[config.mk]
export PLATFORM = sky130hd
export DESIGN_NAME = slotted_backoff_contention_flat
export DESIGN_NICKNAME = d
export VERILOG_FILES = /design/src/rtl/core/sbc_pkg.sv /design/src/rtl/core/sbc_if.sv /design/src/rtl/core/sbc_div.sv /design/src/rtl/core/sbc_ram.sv /design/src/rtl/core/slotted_backoff_contention.sv /design/src/flat_wrapper.sv
export SDC_FILE = /design/constraint.sdc
export NUM_CORES = 1
export LEC_CHECK = 0
export ABC_CLOCK_PERIOD_IN_PS = 5000
export BUFFER_PORTS_ARGS = -buffer_cell sky130_fd_sc_hd__buf_4
export CAP_MARGIN = 20
export CORE_UTILIZATION = 50
export CTS_CLUSTER_SIZE = 25
export DETAILED_ROUTE_END_ITERATION = 8
export PLACE_DENSITY = 0.65
export SYNTH_ARGS = -nofsm -noshare
export SYNTH_HDL_FRONTEND = slang
export SYNTH_SLANG_ARGS = --single-unit
[constraint.sdc]
create_clock -name clk -period 5 [get_ports clk]
set_input_delay 0.25 -clock clk [delete_from_list [all_inputs] [get_ports clk]]
set_output_delay 0.25 -clock clk [all_outputs]
set_load 0.01 [all_outputs]
[src/rtl/core/sbc_pkg.sv]
package sbc_pkg;

    localparam int NUM_STATIONS = 16;
    localparam int IDX_W        = (NUM_STATIONS > 1) ? $clog2(NUM_STATIONS) : 1;
    localparam int NCNT_W       = $clog2(NUM_STATIONS + 1);

    localparam int BO_W   = 11;
    localparam int WIN_W  = 10;
    localparam int DUR_W  = 11;
    localparam int TOT_W  = 32;
    localparam int GEN_W  = 32;
    localparam int DRAW_W = 16;

    // serial divider geometry
    localparam int DIV_N_W   = DRAW_W;
    localparam int DIV_D_W   = WIN_W;
    localparam int DIV_CNT_W = $clog2(DIV_N_W + 1);

    localparam logic [GEN_W-1:0] LFSR_TOGGLE = 32'h8020_0003;

    // register reset values
    localparam logic [4:0]       RST_ACTIVE_STATIONS  = 5'd1;
    localparam logic [WIN_W-1:0] RST_INITIAL_WINDOW   = 10'd31;
    localparam logic [WIN_W-1:0] RST_MAX_WINDOW       = 10'd1023;
    localparam logic [9:0]       RST_FRAME_OVERHEAD   = 10'd40;
    localparam logic [9:0]       RST_PAYLOAD_RANGE    = 10'd66;
    localparam logic [7:0]       RST_DURATION_DIVISOR = 8'd12;
    localparam logic [GEN_W-1:0] RST_RANDOM_SEED      = 32'd1;

    typedef enum logic [2:0] {
        REG_ACTIVE_STATIONS,
        REG_INITIAL_WINDOW,
        REG_MAX_WINDOW,
        REG_FRAME_OVERHEAD,
        REG_PAYLOAD_RANGE,
        REG_DURATION_DIVISOR,
        REG_RANDOM_SEED
    } reg_index_t;

    typedef struct packed {
        logic             sending;
        logic [BO_W-1:0]  backoff;
        logic [WIN_W-1:0] window;
    } station_t;

    typedef enum logic [4:0] {
        S_IDLE,
        S_RST_DRAW,
        S_RST_WAIT,
        S_CNT_RD,
        S_CNT_EV,
        S_RDR_RD,
        S_RDR_EV,
        S_RDR_WAIT,
        S_SLOT,
        S_REL_RD,
        S_REL_EV,
        S_REL_WAIT,
        S_SEL_RD,
        S_SEL_EV,
        S_SEL_MOD,
        S_SEL_DUR,
        S_FIN
    } state_t;

    function automatic logic [GEN_W-1:0] lfsr_step(input logic [GEN_W-1:0] g);
        logic [GEN_W-1:0] s;
        s = g >> 1;
        if (g[0])
        begin
            s = s ^ LFSR_TOGGLE;
        end
        return s;
    endfunction

endpackage

[src/rtl/core/sbc_if.sv]
interface sbc_tick_if;
    logic valid;
    logic ready;
    logic restart;

    modport source (output valid, output restart, input ready);
    modport sink   (input valid, input restart, output ready);
endinterface

interface sbc_result_if;
    logic        valid;
    logic        ready;
    logic        collision;
    logic        send_started;
    logic [3:0]  sender_index;
    logic [10:0] send_duration;
    logic        channel_idle;
    logic [31:0] collision_total;
    logic [31:0] success_total;
    logic [31:0] busy_total;

    modport source (output valid, output collision, output send_started,
                    output sender_index, output send_duration, output channel_idle,
                    output collision_total, output success_total, output busy_total,
                    input ready);
    modport sink   (input valid, input collision, input send_started,
                    input sender_index, input send_duration, input channel_idle,
                    input collision_total, input success_total, input busy_total,
                    output ready);
endinterface

[src/rtl/core/sbc_div.sv]
module sbc_div (
    input  logic                          clk,
    input  logic                          rst_n,
    input  logic                          start,
    input  logic [sbc_pkg::DIV_N_W-1:0]   dividend,
    input  logic [sbc_pkg::DIV_D_W-1:0]   divisor,
    output logic                          done,
    output logic [sbc_pkg::DIV_N_W-1:0]   quotient,
    output logic [sbc_pkg::DIV_D_W-1:0]   remainder
);

    logic [sbc_pkg::DIV_CNT_W-1:0] cnt_reg;
    logic                          done_reg;
    logic [sbc_pkg::DIV_N_W-1:0]   quo_reg;
    logic [sbc_pkg::DIV_D_W-1:0]   rem_reg;
    logic [sbc_pkg::DIV_D_W-1:0]   dvs_reg;
    logic [sbc_pkg::DIV_D_W:0]     trial;
    logic [sbc_pkg::DIV_D_W:0]     diff;
    logic                          fits;

    // one quotient bit per cycle, restoring
    always_comb
    begin
        trial = {rem_reg, quo_reg[sbc_pkg::DIV_N_W-1]};
        diff  = trial - {1'b0, dvs_reg};
        fits  = trial >= {1'b0, dvs_reg};
    end

    always_ff @(posedge clk or negedge rst_n)
    begin
        if (!rst_n)
        begin
            cnt_reg  <= '0;
            done_reg <= 1'b0;
        end
        else
        begin
            done_reg <= (cnt_reg == sbc_pkg::DIV_CNT_W'(1)) && !start;
            if (start)
            begin
                cnt_reg <= sbc_pkg::DIV_CNT_W'(sbc_pkg::DIV_N_W);
            end
            else if (cnt_reg != '0)
            begin
                cnt_reg <= cnt_reg - sbc_pkg::DIV_CNT_W'(1);
            end
        end
    end

    always_ff @(posedge clk)
    begin
        if (start)
        begin
            quo_reg <= dividend;
            rem_reg <= '0;
            dvs_reg <= divisor;
        end
        else if (cnt_reg != '0)
        begin
            rem_reg <= fits ? diff[sbc_pkg::DIV_D_W-1:0] : trial[sbc_pkg::DIV_D_W-1:0];
            quo_reg <= {quo_reg[sbc_pkg::DIV_N_W-2:0], fits};
        end
    end

    assign done      = done_reg;
    assign quotient  = quo_reg;
    // modulo by zero yields zero
    assign remainder = (dvs_reg == '0) ? '0 : rem_reg;

endmodule

[src/rtl/core/sbc_ram.sv]
module sbc_ram (
    input  logic                            clk,
    input  logic                            we,
    input  logic [sbc_pkg::IDX_W-1:0]       waddr,
    input  sbc_pkg::station_t               wdata,
    input  logic [sbc_pkg::IDX_W-1:0]       raddr,
    output sbc_pkg::station_t               rdata
);

    sbc_pkg::station_t mem [sbc_pkg::NUM_STATIONS];
    sbc_pkg::station_t rdata_reg;

    always_ff @(posedge clk)
    begin
        if (we)
        begin
            mem[waddr] <= wdata;
        end
        rdata_reg <= mem[raddr];
    end

    assign rdata = rdata_reg;

endmodule

[src/rtl/core/slotted_backoff_contention.sv]
// Sequencing: a restart draws one backoff per active station; a slot tick runs a
// countdown sweep over the stations, then one 16-step serial division per redraw,
// per release and per selection draw or duration.
// Throughput: one transaction at a time; the next tick is taken once the sequencer is idle.
// Reset: clears control, totals, channel and generator (seed one); the station
// table holds nothing until the first restart tick.
module slotted_backoff_contention (
    input  logic                 clk,
    input  logic                 rst_n,
    sbc_tick_if.sink             tick,
    sbc_result_if.source         result,
    input  logic                 cfg_we,
    input  logic [2:0]           cfg_index,
    input  logic [31:0]          cfg_data
);

    localparam logic [1:0] NREQ_NONE = 2'd0;
    localparam logic [1:0] NREQ_ONE  = 2'd1;
    localparam logic [1:0] NREQ_MANY = 2'd2;

    // ------------------------------------------------------------------
    // Configuration registers
    // ------------------------------------------------------------------
    logic [4:0]                     cnt_cfg_reg;
    logic [sbc_pkg::WIN_W-1:0]      init_win_reg;
    logic [sbc_pkg::WIN_W-1:0]      max_win_reg;
    logic [9:0]                     overhead_reg;
    logic [9:0]                     prange_reg;
    logic [7:0]                     divisor_reg;
    logic [sbc_pkg::GEN_W-1:0]      seed_reg;

    always_ff @(posedge clk or negedge rst_n)
    begin
        if (!rst_n)
        begin
            cnt_cfg_reg  <= sbc_pkg::RST_ACTIVE_STATIONS;
            init_win_reg <= sbc_pkg::RST_INITIAL_WINDOW;
            max_win_reg  <= sbc_pkg::RST_MAX_WINDOW;
            overhead_reg <= sbc_pkg::RST_FRAME_OVERHEAD;
            prange_reg   <= sbc_pkg::RST_PAYLOAD_RANGE;
            divisor_reg  <= sbc_pkg::RST_DURATION_DIVISOR;
            seed_reg     <= sbc_pkg::RST_RANDOM_SEED;
        end
        else if (cfg_we)
        begin
            case (sbc_pkg::reg_index_t'(cfg_index))
                sbc_pkg::REG_ACTIVE_STATIONS:  cnt_cfg_reg  <= cfg_data[4:0];
                sbc_pkg::REG_INITIAL_WINDOW:   init_win_reg <= cfg_data[9:0];
                sbc_pkg::REG_MAX_WINDOW:       max_win_reg  <= cfg_data[9:0];
                sbc_pkg::REG_FRAME_OVERHEAD:   overhead_reg <= cfg_data[9:0];
                sbc_pkg::REG_PAYLOAD_RANGE:    prange_reg   <= cfg_data[9:0];
                sbc_pkg::REG_DURATION_DIVISOR: divisor_reg  <= cfg_data[7:0];
                sbc_pkg::REG_RANDOM_SEED:      seed_reg     <= cfg_data;
                default:                       ; // index beyond the list: drop
            endcase
        end
    end

    // ------------------------------------------------------------------
    // Sequencer and per-tick state
    // ------------------------------------------------------------------
    sbc_pkg::state_t                    state_reg, state_next;
    logic [sbc_pkg::IDX_W-1:0]          idx_reg, idx_next;
    logic [sbc_pkg::GEN_W-1:0]          gen_reg, gen_next;
    logic                               busy_reg, busy_next;
    logic [sbc_pkg::DUR_W-1:0]          slots_reg, slots_next;
    logic [sbc_pkg::TOT_W-1:0]          coll_tot_reg, coll_tot_next;
    logic [sbc_pkg::TOT_W-1:0]          succ_tot_reg, succ_tot_next;
    logic [sbc_pkg::TOT_W-1:0]          busy_tot_reg, busy_tot_next;
    logic [sbc_pkg::NUM_STATIONS-1:0]   req_reg, req_next;
    logic [1:0]                         nreq_reg, nreq_next;
    logic                               coll_reg, coll_next;
    logic                               started_reg, started_next;
    logic [3:0]                         sender_reg, sender_next;
    logic [sbc_pkg::DUR_W-1:0]          dur_reg, dur_next;
    sbc_pkg::station_t                  ent_reg, ent_next;

    logic                               out_valid_reg, out_valid_next;
    logic                               o_coll_reg, o_started_reg, o_idle_reg;
    logic [3:0]                         o_sender_reg;
    logic [sbc_pkg::DUR_W-1:0]          o_dur_reg;
    logic [sbc_pkg::TOT_W-1:0]          o_coll_tot_reg, o_succ_tot_reg, o_busy_tot_reg;

    // station table
    logic                               ram_we;
    sbc_pkg::station_t                  ram_wdata;
    sbc_pkg::station_t                  rd;

    sbc_ram u_ram (
        .clk   (clk),
        .we    (ram_we),
        .waddr (idx_reg),
        .wdata (ram_wdata),
        .raddr (idx_reg),
        .rdata (rd)
    );

    // shared modulo / duration divider
    logic                               div_start;
    logic [sbc_pkg::DIV_N_W-1:0]        div_dividend;
    logic [sbc_pkg::DIV_D_W-1:0]        div_divisor;
    logic                               div_done;
    logic [sbc_pkg::DIV_N_W-1:0]        div_quo;
    logic [sbc_pkg::DIV_D_W-1:0]        div_rem;

    sbc_div u_div (
        .clk       (clk),
        .rst_n     (rst_n),
        .start     (div_start),
        .dividend  (div_dividend),
        .divisor   (div_divisor),
        .done      (div_done),
        .quotient  (div_quo),
        .remainder (div_rem)
    );

    // ------------------------------------------------------------------
    // Shared decode
    // ------------------------------------------------------------------
    logic                               in_acc;
    logic                               out_free;
    logic [sbc_pkg::NCNT_W-1:0]         n_act;
    logic                               no_sta;
    logic                               is_last;
    logic [sbc_pkg::GEN_W-1:0]          gen_step;
    logic [sbc_pkg::DRAW_W-1:0]         draw_val;
    logic [sbc_pkg::BO_W-1:0]           dec_bo;
    logic                               req_hit;
    logic [1:0]                         nreq_upd;
    logic                               coll_now;
    logic                               redraw_now;
    logic [sbc_pkg::WIN_W:0]            grow;
    logic [sbc_pkg::WIN_W-1:0]          grown_w;
    logic                               eligible;
    logic                               release_now;
    logic                               fin_ent;
    logic [sbc_pkg::DUR_W-1:0]          raw_time;
    logic [sbc_pkg::DUR_W-1:0]          dur_val;
    logic [sbc_pkg::TOT_W:0]            coll_sum, succ_sum, busy_sum;

    always_comb
    begin
        in_acc   = tick.valid && tick.ready;
        out_free = !out_valid_reg || result.ready;

        // a count above the table size acts as the table size
        if (int'(cnt_cfg_reg) > sbc_pkg::NUM_STATIONS)
        begin
            n_act = sbc_pkg::NCNT_W'(sbc_pkg::NUM_STATIONS);
        end
        else
        begin
            n_act = sbc_pkg::NCNT_W'(cnt_cfg_reg);
        end
        no_sta  = (n_act == '0);
        is_last = (idx_reg == sbc_pkg::IDX_W'(n_act - sbc_pkg::NCNT_W'(1)));

        gen_step = sbc_pkg::lfsr_step(gen_reg);
        draw_val = gen_step[sbc_pkg::DRAW_W-1:0];

        // countdown sweep: a non-sending station steps toward zero
        dec_bo   = (rd.backoff == '0) ? '0 : rd.backoff - sbc_pkg::BO_W'(1);
        req_hit  = !rd.sending && (dec_bo == '0);
        nreq_upd = nreq_reg;
        if (req_hit && nreq_reg == NREQ_NONE)
        begin
            nreq_upd = NREQ_ONE;
        end
        else if (req_hit)
        begin
            nreq_upd = NREQ_MANY;
        end
        coll_now   = (nreq_upd == NREQ_MANY) && !busy_reg;
        redraw_now = (nreq_upd != NREQ_NONE) && busy_reg;

        // collision growth: 2w+1, capped
        grow    = {rd.window, 1'b1};
        grown_w = (grow > {1'b0, max_win_reg}) ? max_win_reg : grow[sbc_pkg::WIN_W-1:0];

        eligible    = !rd.sending && (rd.backoff == '0);
        release_now = (slots_reg == sbc_pkg::DUR_W'(1));

        raw_time = {1'b0, overhead_reg} + {1'b0, div_rem};
        dur_val  = div_quo[sbc_pkg::DUR_W-1:0];

        coll_sum = {1'b0, coll_tot_reg} + (sbc_pkg::TOT_W + 1)'(1);
        succ_sum = {1'b0, succ_tot_reg} + (sbc_pkg::TOT_W + 1)'(1);
        busy_sum = {1'b0, busy_tot_reg} + (sbc_pkg::TOT_W + 1)'(dur_val);

        // the current station entry is finished and the sweep may move on
        case (state_reg)
            sbc_pkg::S_RST_WAIT: fin_ent = div_done;
            sbc_pkg::S_CNT_EV:   fin_ent = 1'b1;
            sbc_pkg::S_RDR_RD:   fin_ent = !req_reg[idx_reg];
            sbc_pkg::S_RDR_WAIT: fin_ent = div_done;
            sbc_pkg::S_REL_EV:   fin_ent = !rd.sending;
            sbc_pkg::S_REL_WAIT: fin_ent = div_done;
            sbc_pkg::S_SEL_EV:   fin_ent = !eligible;
            default:             fin_ent = 1'b0;
        endcase
    end

    // ------------------------------------------------------------------
    // Next state
    // ------------------------------------------------------------------
    always_comb
    begin
        state_next = state_reg;
        case (state_reg)
            sbc_pkg::S_IDLE:
            begin
                if (in_acc)
                begin
                    if (tick.restart)
                    begin
                        state_next = no_sta ? sbc_pkg::S_FIN : sbc_pkg::S_RST_DRAW;
                    end
                    else
                    begin
                        state_next = no_sta ? sbc_pkg::S_SLOT : sbc_pkg::S_CNT_RD;
                    end
                end
            end
            sbc_pkg::S_RST_DRAW:
            begin
                state_next = sbc_pkg::S_RST_WAIT;
            end
            sbc_pkg::S_RST_WAIT:
            begin
                if (div_done)
                begin
                    state_next = is_last ? sbc_pkg::S_FIN : sbc_pkg::S_RST_DRAW;
                end
            end
            sbc_pkg::S_CNT_RD:
            begin
                state_next = sbc_pkg::S_CNT_EV;
            end
            sbc_pkg::S_CNT_EV:
            begin
                if (!is_last)
                begin
                    state_next = sbc_pkg::S_CNT_RD;
                end
                else if (coll_now || redraw_now)
                begin
                    state_next = sbc_pkg::S_RDR_RD;
                end
                else
                begin
                    state_next = sbc_pkg::S_SLOT;
                end
            end
            sbc_pkg::S_RDR_RD:
            begin
                if (req_reg[idx_reg])
                begin
                    state_next = sbc_pkg::S_RDR_EV;
                end
                else if (is_last)
                begin
                    state_next = sbc_pkg::S_SLOT;
                end
            end
            sbc_pkg::S_RDR_EV:
            begin
                state_next = sbc_pkg::S_RDR_WAIT;
            end
            sbc_pkg::S_RDR_WAIT:
            begin
                if (div_done)
                begin
                    state_next = is_last ? sbc_pkg::S_SLOT : sbc_pkg::S_RDR_RD;
                end
            end
            sbc_pkg::S_SLOT:
            begin
                if (release_now && !no_sta)
                begin
                    state_next = sbc_pkg::S_REL_RD;
                end
                else if (coll_reg || no_sta)
                begin
                    state_next = sbc_pkg::S_FIN;
                end
                else
                begin
                    state_next = sbc_pkg::S_SEL_RD;
                end
            end
            sbc_pkg::S_REL_RD:
            begin
                state_next = sbc_pkg::S_REL_EV;
            end
            sbc_pkg::S_REL_EV, sbc_pkg::S_REL_WAIT:
            begin
                if (state_reg == sbc_pkg::S_REL_EV && rd.sending)
                begin
                    state_next = sbc_pkg::S_REL_WAIT;
                end
                else if (fin_ent && !is_last)
                begin
                    state_next = sbc_pkg::S_REL_RD;
                end
                else if (fin_ent)
                begin
                    state_next = coll_reg ? sbc_pkg::S_FIN : sbc_pkg::S_SEL_RD;
                end
            end
            sbc_pkg::S_SEL_RD:
            begin
                state_next = sbc_pkg::S_SEL_EV;
            end
            sbc_pkg::S_SEL_EV:
            begin
                if (eligible)
                begin
                    state_next = sbc_pkg::S_SEL_MOD;
                end
                else
                begin
                    state_next = is_last ? sbc_pkg::S_FIN : sbc_pkg::S_SEL_RD;
                end
            end
            sbc_pkg::S_SEL_MOD:
            begin
                if (div_done)
                begin
                    state_next = busy_reg ? sbc_pkg::S_FIN : sbc_pkg::S_SEL_DUR;
                end
            end
            sbc_pkg::S_SEL_DUR:
            begin
                if (div_done)
                begin
                    state_next = sbc_pkg::S_FIN;
                end
            end
            sbc_pkg::S_FIN:
            begin
                if (out_free)
                begin
                    state_next = sbc_pkg::S_IDLE;
                end
            end
            default:
            begin
                state_next = sbc_pkg::S_IDLE;
            end
        endcase
    end

    // ------------------------------------------------------------------
    // Datapath, table writes and divider requests
    // ------------------------------------------------------------------
    always_comb
    begin
        idx_next      = idx_reg;
        gen_next      = gen_reg;
        busy_next     = busy_reg;
        slots_next    = slots_reg;
        coll_tot_next = coll_tot_reg;
        succ_tot_next = succ_tot_reg;
        busy_tot_next = busy_tot_reg;
        req_next      = req_reg;
        nreq_next     = nreq_reg;
        coll_next     = coll_reg;
        started_next  = started_reg;
        sender_next   = sender_reg;
        dur_next      = dur_reg;
        ent_next      = ent_reg;
        ram_we        = 1'b0;
        ram_wdata     = rd;
        div_start     = 1'b0;
        div_dividend  = draw_val;
        div_divisor   = rd.window;

        // advance the sweep index; wrap to the first station at the end of a sweep
        if (fin_ent)
        begin
            idx_next = is_last ? '0 : idx_reg + sbc_pkg::IDX_W'(1);
        end

        case (state_reg)
            sbc_pkg::S_IDLE:
            begin
                if (in_acc)
                begin
                    idx_next     = '0;
                    req_next     = '0;
                    nreq_next    = NREQ_NONE;
                    coll_next    = 1'b0;
                    started_next = 1'b0;
                    sender_next  = '0;
                    dur_next     = '0;
                    if (tick.restart)
                    begin
                        gen_next      = seed_reg;
                        busy_next     = 1'b0;
                        slots_next    = '0;
                        coll_tot_next = '0;
                        succ_tot_next = '0;
                        busy_tot_next = '0;
                    end
                end
            end
            sbc_pkg::S_RST_DRAW:
            begin
                gen_next    = gen_step;
                div_start   = 1'b1;
                div_divisor = init_win_reg;
            end
            sbc_pkg::S_RST_WAIT:
            begin
                if (div_done)
                begin
                    ram_we    = 1'b1;
                    ram_wdata = '{sending: 1'b0,
                                  backoff: {1'b0, div_rem} + sbc_pkg::BO_W'(1),
                                  window:  init_win_reg};
                end
            end
            sbc_pkg::S_CNT_EV:
            begin
                if (!rd.sending)
                begin
                    ram_we    = 1'b1;
                    ram_wdata = '{sending: rd.sending, backoff: dec_bo, window: rd.window};
                end
                if (req_hit)
                begin
                    req_next[idx_reg] = 1'b1;
                end
                nreq_next = nreq_upd;
                if (is_last && coll_now)
                begin
                    coll_next     = 1'b1;
                    coll_tot_next = coll_sum[sbc_pkg::TOT_W] ? '1 : coll_sum[sbc_pkg::TOT_W-1:0];
                end
            end
            sbc_pkg::S_RDR_EV:
            begin
                // colliders grow their window first; a busy channel keeps it
                gen_next    = gen_step;
                div_start   = 1'b1;
                div_divisor = coll_reg ? grown_w : rd.window;
                ent_next    = '{sending: rd.sending, backoff: rd.backoff,
                                window:  coll_reg ? grown_w : rd.window};
            end
            sbc_pkg::S_RDR_WAIT:
            begin
                if (div_done)
                begin
                    ram_we    = 1'b1;
                    ram_wdata = '{sending: ent_reg.sending, backoff: {1'b0, div_rem},
                                  window:  ent_reg.window};
                end
            end
            sbc_pkg::S_SLOT:
            begin
                if (slots_reg != '0)
                begin
                    slots_next = slots_reg - sbc_pkg::DUR_W'(1);
                    if (release_now)
                    begin
                        busy_next = 1'b0;
                    end
                end
            end
            sbc_pkg::S_REL_EV:
            begin
                if (rd.sending)
                begin
                    gen_next    = gen_step;
                    div_start   = 1'b1;
                    div_divisor = init_win_reg;
                end
            end
            sbc_pkg::S_REL_WAIT:
            begin
                if (div_done)
                begin
                    ram_we    = 1'b1;
                    ram_wdata = '{sending: 1'b0, backoff: {1'b0, div_rem},
                                  window:  init_win_reg};
                end
            end
            sbc_pkg::S_SEL_EV:
            begin
                if (eligible)
                begin
                    gen_next    = gen_step;
                    div_start   = 1'b1;
                    div_divisor = busy_reg ? rd.window : prange_reg;
                    ent_next    = rd;
                end
            end
            sbc_pkg::S_SEL_MOD:
            begin
                if (div_done)
                begin
                    if (busy_reg)
                    begin
                        ram_we    = 1'b1;
                        ram_wdata = '{sending: ent_reg.sending, backoff: {1'b0, div_rem},
                                      window:  ent_reg.window};
                    end
                    else
                    begin
                        // raw time over the divisor; a zero divisor acts as one
                        div_start    = 1'b1;
                        div_dividend = sbc_pkg::DIV_N_W'(raw_time);
                        div_divisor  = (divisor_reg == '0) ? sbc_pkg::DIV_D_W'(1)
                                                           : sbc_pkg::DIV_D_W'(divisor_reg);
                    end
                end
            end
            sbc_pkg::S_SEL_DUR:
            begin
                if (div_done)
                begin
                    ram_we    = 1'b1;
                    ram_wdata = '{sending: 1'b1, backoff: ent_reg.backoff,
                                  window:  ent_reg.window};
                    // a zero duration still marks the station but leaves the channel idle
                    if (dur_val != '0)
                    begin
                        busy_next     = 1'b1;
                        slots_next    = dur_val;
                        succ_tot_next = succ_sum[sbc_pkg::TOT_W] ? '1
                                                                 : succ_sum[sbc_pkg::TOT_W-1:0];
                        busy_tot_next = busy_sum[sbc_pkg::TOT_W] ? '1
                                                                 : busy_sum[sbc_pkg::TOT_W-1:0];
                        started_next  = 1'b1;
                        sender_next   = 4'(idx_reg);
                        dur_next      = dur_val;
                    end
                end
            end
            default:
            begin
            end
        endcase
    end

    // result register: drop after the transaction, load when the sequencer finishes
    always_comb
    begin
        out_valid_next = out_valid_reg;
        if (out_valid_reg && result.ready)
        begin
            out_valid_next = 1'b0;
        end
        if (state_reg == sbc_pkg::S_FIN && out_free)
        begin
            out_valid_next = 1'b1;
        end
    end

    always_ff @(posedge clk or negedge rst_n)
    begin
        if (!rst_n)
        begin
            state_reg     <= sbc_pkg::S_IDLE;
            idx_reg       <= '0;
            gen_reg       <= sbc_pkg::GEN_W'(1);
            busy_reg      <= 1'b0;
            slots_reg     <= '0;
            coll_tot_reg  <= '0;
            succ_tot_reg  <= '0;
            busy_tot_reg  <= '0;
            req_reg       <= '0;
            nreq_reg      <= NREQ_NONE;
            coll_reg      <= 1'b0;
            started_reg   <= 1'b0;
            out_valid_reg <= 1'b0;
        end
        else
        begin
            state_reg     <= state_next;
            idx_reg       <= idx_next;
            gen_reg       <= gen_next;
            busy_reg      <= busy_next;
            slots_reg     <= slots_next;
            coll_tot_reg  <= coll_tot_next;
            succ_tot_reg  <= succ_tot_next;
            busy_tot_reg  <= busy_tot_next;
            req_reg       <= req_next;
            nreq_reg      <= nreq_next;
            coll_reg      <= coll_next;
            started_reg   <= started_next;
            out_valid_reg <= out_valid_next;
        end
    end

    always_ff @(posedge clk)
    begin
        sender_reg <= sender_next;
        dur_reg    <= dur_next;
        ent_reg    <= ent_next;
        if (state_reg == sbc_pkg::S_FIN && out_free)
        begin
            o_coll_reg     <= coll_reg;
            o_started_reg  <= started_reg;
            o_sender_reg   <= sender_reg;
            o_dur_reg      <= dur_reg;
            o_idle_reg     <= !busy_reg;
            o_coll_tot_reg <= coll_tot_reg;
            o_succ_tot_reg <= succ_tot_reg;
            o_busy_tot_reg <= busy_tot_reg;
        end
    end

    assign tick.ready             = (state_reg == sbc_pkg::S_IDLE);
    assign result.valid           = out_valid_reg;
    assign result.collision       = o_coll_reg;
    assign result.send_started    = o_started_reg;
    assign result.sender_index    = o_sender_reg;
    assign result.send_duration   = o_dur_reg;
    assign result.channel_idle    = o_idle_reg;
    assign result.collision_total = o_coll_tot_reg;
    assign result.success_total   = o_succ_tot_reg;
    assign result.busy_total      = o_busy_tot_reg;

endmodule
[src/flat_wrapper.sv]
// flat-port wrapper written by rule: the top's interface ports become plain ports
module slotted_backoff_contention_flat 
  (clk, rst_n, cfg_we, cfg_index, cfg_data, tick_valid, tick_restart, tick_ready, result_valid, result_collision, result_send_started, result_sender_index, result_send_duration, result_channel_idle, result_collision_total, result_success_total, result_busy_total, result_ready);
  sbc_tick_if tick_i ();
  sbc_result_if result_i ();
  input  logic clk;
  input  logic rst_n;
  input  logic cfg_we;
  input  logic [2:0] cfg_index;
  input  logic [31:0] cfg_data;
  input wire logic [$bits(tick_i.valid)-1:0] tick_valid;
  input wire logic [$bits(tick_i.restart)-1:0] tick_restart;
  output wire logic [$bits(tick_i.ready)-1:0] tick_ready;
  output wire logic [$bits(result_i.valid)-1:0] result_valid;
  output wire logic [$bits(result_i.collision)-1:0] result_collision;
  output wire logic [$bits(result_i.send_started)-1:0] result_send_started;
  output wire logic [$bits(result_i.sender_index)-1:0] result_sender_index;
  output wire logic [$bits(result_i.send_duration)-1:0] result_send_duration;
  output wire logic [$bits(result_i.channel_idle)-1:0] result_channel_idle;
  output wire logic [$bits(result_i.collision_total)-1:0] result_collision_total;
  output wire logic [$bits(result_i.success_total)-1:0] result_success_total;
  output wire logic [$bits(result_i.busy_total)-1:0] result_busy_total;
  input wire logic [$bits(result_i.ready)-1:0] result_ready;
  assign tick_i.valid = tick_valid;
  assign tick_i.restart = tick_restart;
  assign tick_ready = tick_i.ready;
  assign result_valid = result_i.valid;
  assign result_collision = result_i.collision;
  assign result_send_started = result_i.send_started;
  assign result_sender_index = result_i.sender_index;
  assign result_send_duration = result_i.send_duration;
  assign result_channel_idle = result_i.channel_idle;
  assign result_collision_total = result_i.collision_total;
  assign result_success_total = result_i.success_total;
  assign result_busy_total = result_i.busy_total;
  assign result_i.ready = result_ready;
  slotted_backoff_contention u_core (.clk(clk), .rst_n(rst_n), .tick(tick_i), .result(result_i), .cfg_we(cfg_we), .cfg_index(cfg_index), .cfg_data(cfg_data));
endmodule
==> run_results.csv <==
group,metric,value,unit
yosys,synth-warning-count,0,
clocking,htree_num_levels,3,
place,dp_hpwl,60100,um
worst_hold_path,worstHoldEndpoint,"u_core.idx_reg[1]",
grt,grt_max_degree,151,
worst_setup_path,critPathMaxFanout,31,
timing,report.final.slew_viol_count,0,
yosys,post_synth_num_cell_types,91,
route,drc,0,
die,fp.dieArea,0.0746,sq mm
clocking,clock_latency,0.66,ns
outcome,status,"completed",
clocking,cts.sink_count,822,
timing,skew,0.0504,ns
yosys,mappedNetlistNets,2896,
place,gp_congestion,0.944,
power,share_comb_of_total_power,34.2,%
grt,global_route.overflow_total,0,
worst_setup_path,worstSetupStartpoint,"u_core.state_reg[2]",
power,vdd_drop_max,0.372,mV
power,pwr-share-seq,40.2,%
worst_hold_path,hold-path-cell-count,3,
clocking,ctsHoldBuffers,34,
route,routed_wirelength,92000,um
timing,setup_total_negative_slack,0,ns
finish,final_nets,3099,
timing,rsz_0062_raised_after_global_routing,"false",
clocking,cts_tree,"built",
finish,post_route_cells_drive_above_1_share,20.5,%
die,top_level_ports,157,
timing,maximum_frequency_from_static_timing_analysis,238,MHz
timing,hold_viol,0,
worst_setup_path,r2r_endpoint,"u_core.u_div.quotient[0]",
yosys,yosysSeqAreaShare,62.8,%
grt,grt.total_usage,24.7,%
clocking,cts_resized,0,
yosys,synth-async-reset-ratio,31.8,%
worst_setup_path,critPathLaunchType,"flop",
die,std_cell_rows,99,
clocking,post-cts-setup-buffer-count,0,
grt,grt_first_pass_wirelength,142000,um
finish,final.fill_count,5766,
finish,post_layout_nonfiller_instances,4031,
worst_setup_path,cp_data_required_time,5.33,ns
route,final_antenna_net_count,0,
yosys,dominantRegCellSynth,"edfxtp_1",
timing,post-route-period-util,84.2,%
worst_setup_path,worstSetupEndpointType,"flop",
route,dr_total_vias,24611,
power,power.switching_fraction,35.8,%
yosys,synthCells,2796,
power,switchingPower,0.00961,W
worst_setup_path,rr_worst_depth,7,
timing,layout_min_cycle_time,4.21,ns
die,height_of_the_die,273,um
clocking,path_clk_slew,0.07,ns
route,dr.first_iter.drc_count,2331,
grt,vias_in_the_first_global_route,24106,
die,initial_utilization,50.5,%
finish,largest_reg_flops,352,
finish,largest_register,"u_core.u_ram.mem",
worst_setup_path,worst_r2r_startpoint,"u_core.state_reg[2]",
worst_setup_path,arrival_time_worst_endpoint,4.54,ns
yosys,post_synth_instance_area,0.0368,sq mm
yosys,synth_enable_flop_cells,529,
clocking,number_of_buffers_added_by_the_clock_tree_synthesis_step,85,
timing,setup-violations-final,0,
place,dp_cells,3834,
route,drtPass1Iterations,6,
yosys,ys_ff_latch,822,
worst_setup_path,critPathKind,"flop to flop",
worst_setup_path,reg2reg_slack,0.79,ns
yosys,post_synth.cell_area_avg,13.1,sq um
worst_hold_path,hp-class,"primary input to flop",
finish,synthToLayoutAreaGrowth,15.8,%
power,clock_power_share,25.6,%
power,power.density,630,mW/mm^2
power,leakage,16.0,nW
finish,antenna-diode-count,0,
timing,worst_case_hold_slack,0.0567,ns
clocking,clock_tree.root_cell,"clkbuf_16",
die,coreArea,0.0728,sq mm
worst_hold_path,worstHoldStart,"tick_valid",
route,wire_length_per_cell,22.8,um
power,p_int,0.0172,W
place,buffer_ports.inserted,156,
clocking,cts.path.max_buffers,3,
flow_run,max_cap_violations,0,
die,die_width,273,um
timing,slew-limit-headroom,24.3,%
timing,tightestPinTransition,1.14,ns
route,avgViaCountPerCell,6.11,
grt,number_of_antenna_violations_at_the_first_check_in_global_routing,2,
## power groups by stage
| stage | clock, W | combinational (W) | sequential, W |
|---|---|---|---|
| 3_5_place_dp | 0 | 0.00909 | 0.0109 |
| 5_1_grt | 0.00722 | 0.0101 | 0.0109 |
| 3_3_place_gp | 0 | 0.00878 | 0.0108 |
| 6_report | 0.00685 | 0.00918 | 0.0108 |
| 4_1_cts | 0.00698 | 0.00915 | 0.0108 |
| 2_1_floorplan | 0 | 0.00667 | 0.0102 |
## worst max path at each step
stage / end / cells after the start
2_1_floorplan: u_core.result.busy_total[0] / 4
4_1_cts: u_core.u_div.quotient[0] / 7
3_5_place_dp: u_core.u_div.quotient[0] / 7
6_report: u_core.u_div.quotient[0] / 7
5_1_grt: u_core.u_div.quotient[0] / 7
3_3_place_gp: u_core.u_div.quotient[0] / 7
## cells in the mapped netlist (all sizes together), types with 21 or more instances
| cell type | count | share of area, % |
|---|---|---|
| buf | 31 | 0.45 |
| nand4 | 26 | 0.44 |
| nor2 | 162 | 1.7 |
| edfxtp | 529 | 43 |
| mux2 | 81 | 2.5 |
| a21o | 21 | 0.43 |
| nand2 | 247 | 2.5 |
| and3 | 43 | 0.73 |
| dfrtp | 237 | 16 |
| dfxtp | 32 | 1.7 |
| xnor2 | 30 | 0.71 |
| mux4 | 114 | 7.0 |
| a22o | 27 | 0.64 |
| dfstp | 24 | 1.7 |
| a31oi | 55 | 0.94 |
| inv | 107 | 1.1 |
| and2 | 38 | 0.65 |
| nor4 | 21 | 0.36 |
| mux2i | 29 | 0.79 |
| o21ai | 189 | 2.6 |
| ha | 56 | 1.9 |
| a21oi | 155 | 2.1 |
| clkbuf | 108 | 1.1 |
| nand3 | 72 | 0.99 |
| nor3 | 72 | 1.0 |
## worst max-delay path, stage by stage (launching register included)
cell and delay, ns:
dfrtp_1 0.86, nand3b_1 0.30, nor2_1 0.55, nand2_1 0.50, and3_1 0.63, inv_1 0.59, buf_4 0.31, o21ai_0 0.13
## placed cells by master, fill, tap and decap left out, types with 24 or more instances in the layout
cell type / count
edfxtp_1: 529
nand2_1: 247
dfrtp_1: 234
buf_4: 218
o21ai_0: 183
nor2_1: 158
a21oi_1: 153
mux4_2: 114
inv_1: 107
clkbuf_16: 87
mux2_2: 81
nand3_1: 71
nor3_1: 68
ha_1: 56
a31oi_1: 55
and3_1: 42
and2_1: 36
dlygate4sd3_1: 34
dfxtp_1: 32
xnor2_1: 30
mux2i_1: 29
a22o_1: 27
nand4_1: 26
dfstp_2: 24
## through the flow
step                instance area, sq um  setup WS, ns  total power (W)  util [%]
floorplan                          36800         0.685           0.0169         -
global placement                   39100          1.09           0.0196      53.6
detailed placement                 39100         0.821           0.0200      53.7
CTS                                42500         0.829           0.0269      58.4
global route                       42600         0.400           0.0282      58.4
finish                             42600         0.792           0.0268      58.4
## layer usage
layer  up-vias  share of wire, %  global-route usage (%)
met1     12452                43                    34.7
li1      11101                 -                       -
met3       159               6.0                    3.39
met5         -             0.014                       0
met2       897                48                    40.0
met4         2               2.7                    7.91
## cell families (layout without fill, tap and decap cells)
kind of cell,after synthesis,in the layout,share of synthesized area (%)
flops,822,822,62.8
simple gates,787,787,10.5
compound gates,620,620,10.9
buf+inv,247,523,2.66
mux,224,224,10.3
fa+ha+maj,59,59,2.07
xor+xnor,37,37,0.882
## layout make-up
type	count	area (sq um)	area share [%]
Sequential cell	822	23100	54.3
Multi-Input combinational cell	1727	12700	29.9
Clock buffer	104	2290	5.38
Timing Repair Buffer	255	2040	4.79
Tap cell	959	1200	2.82
Clock inverter	56	800	1.88
Inverter	108	405	0.953
Power figures use the tool's default switching activity.
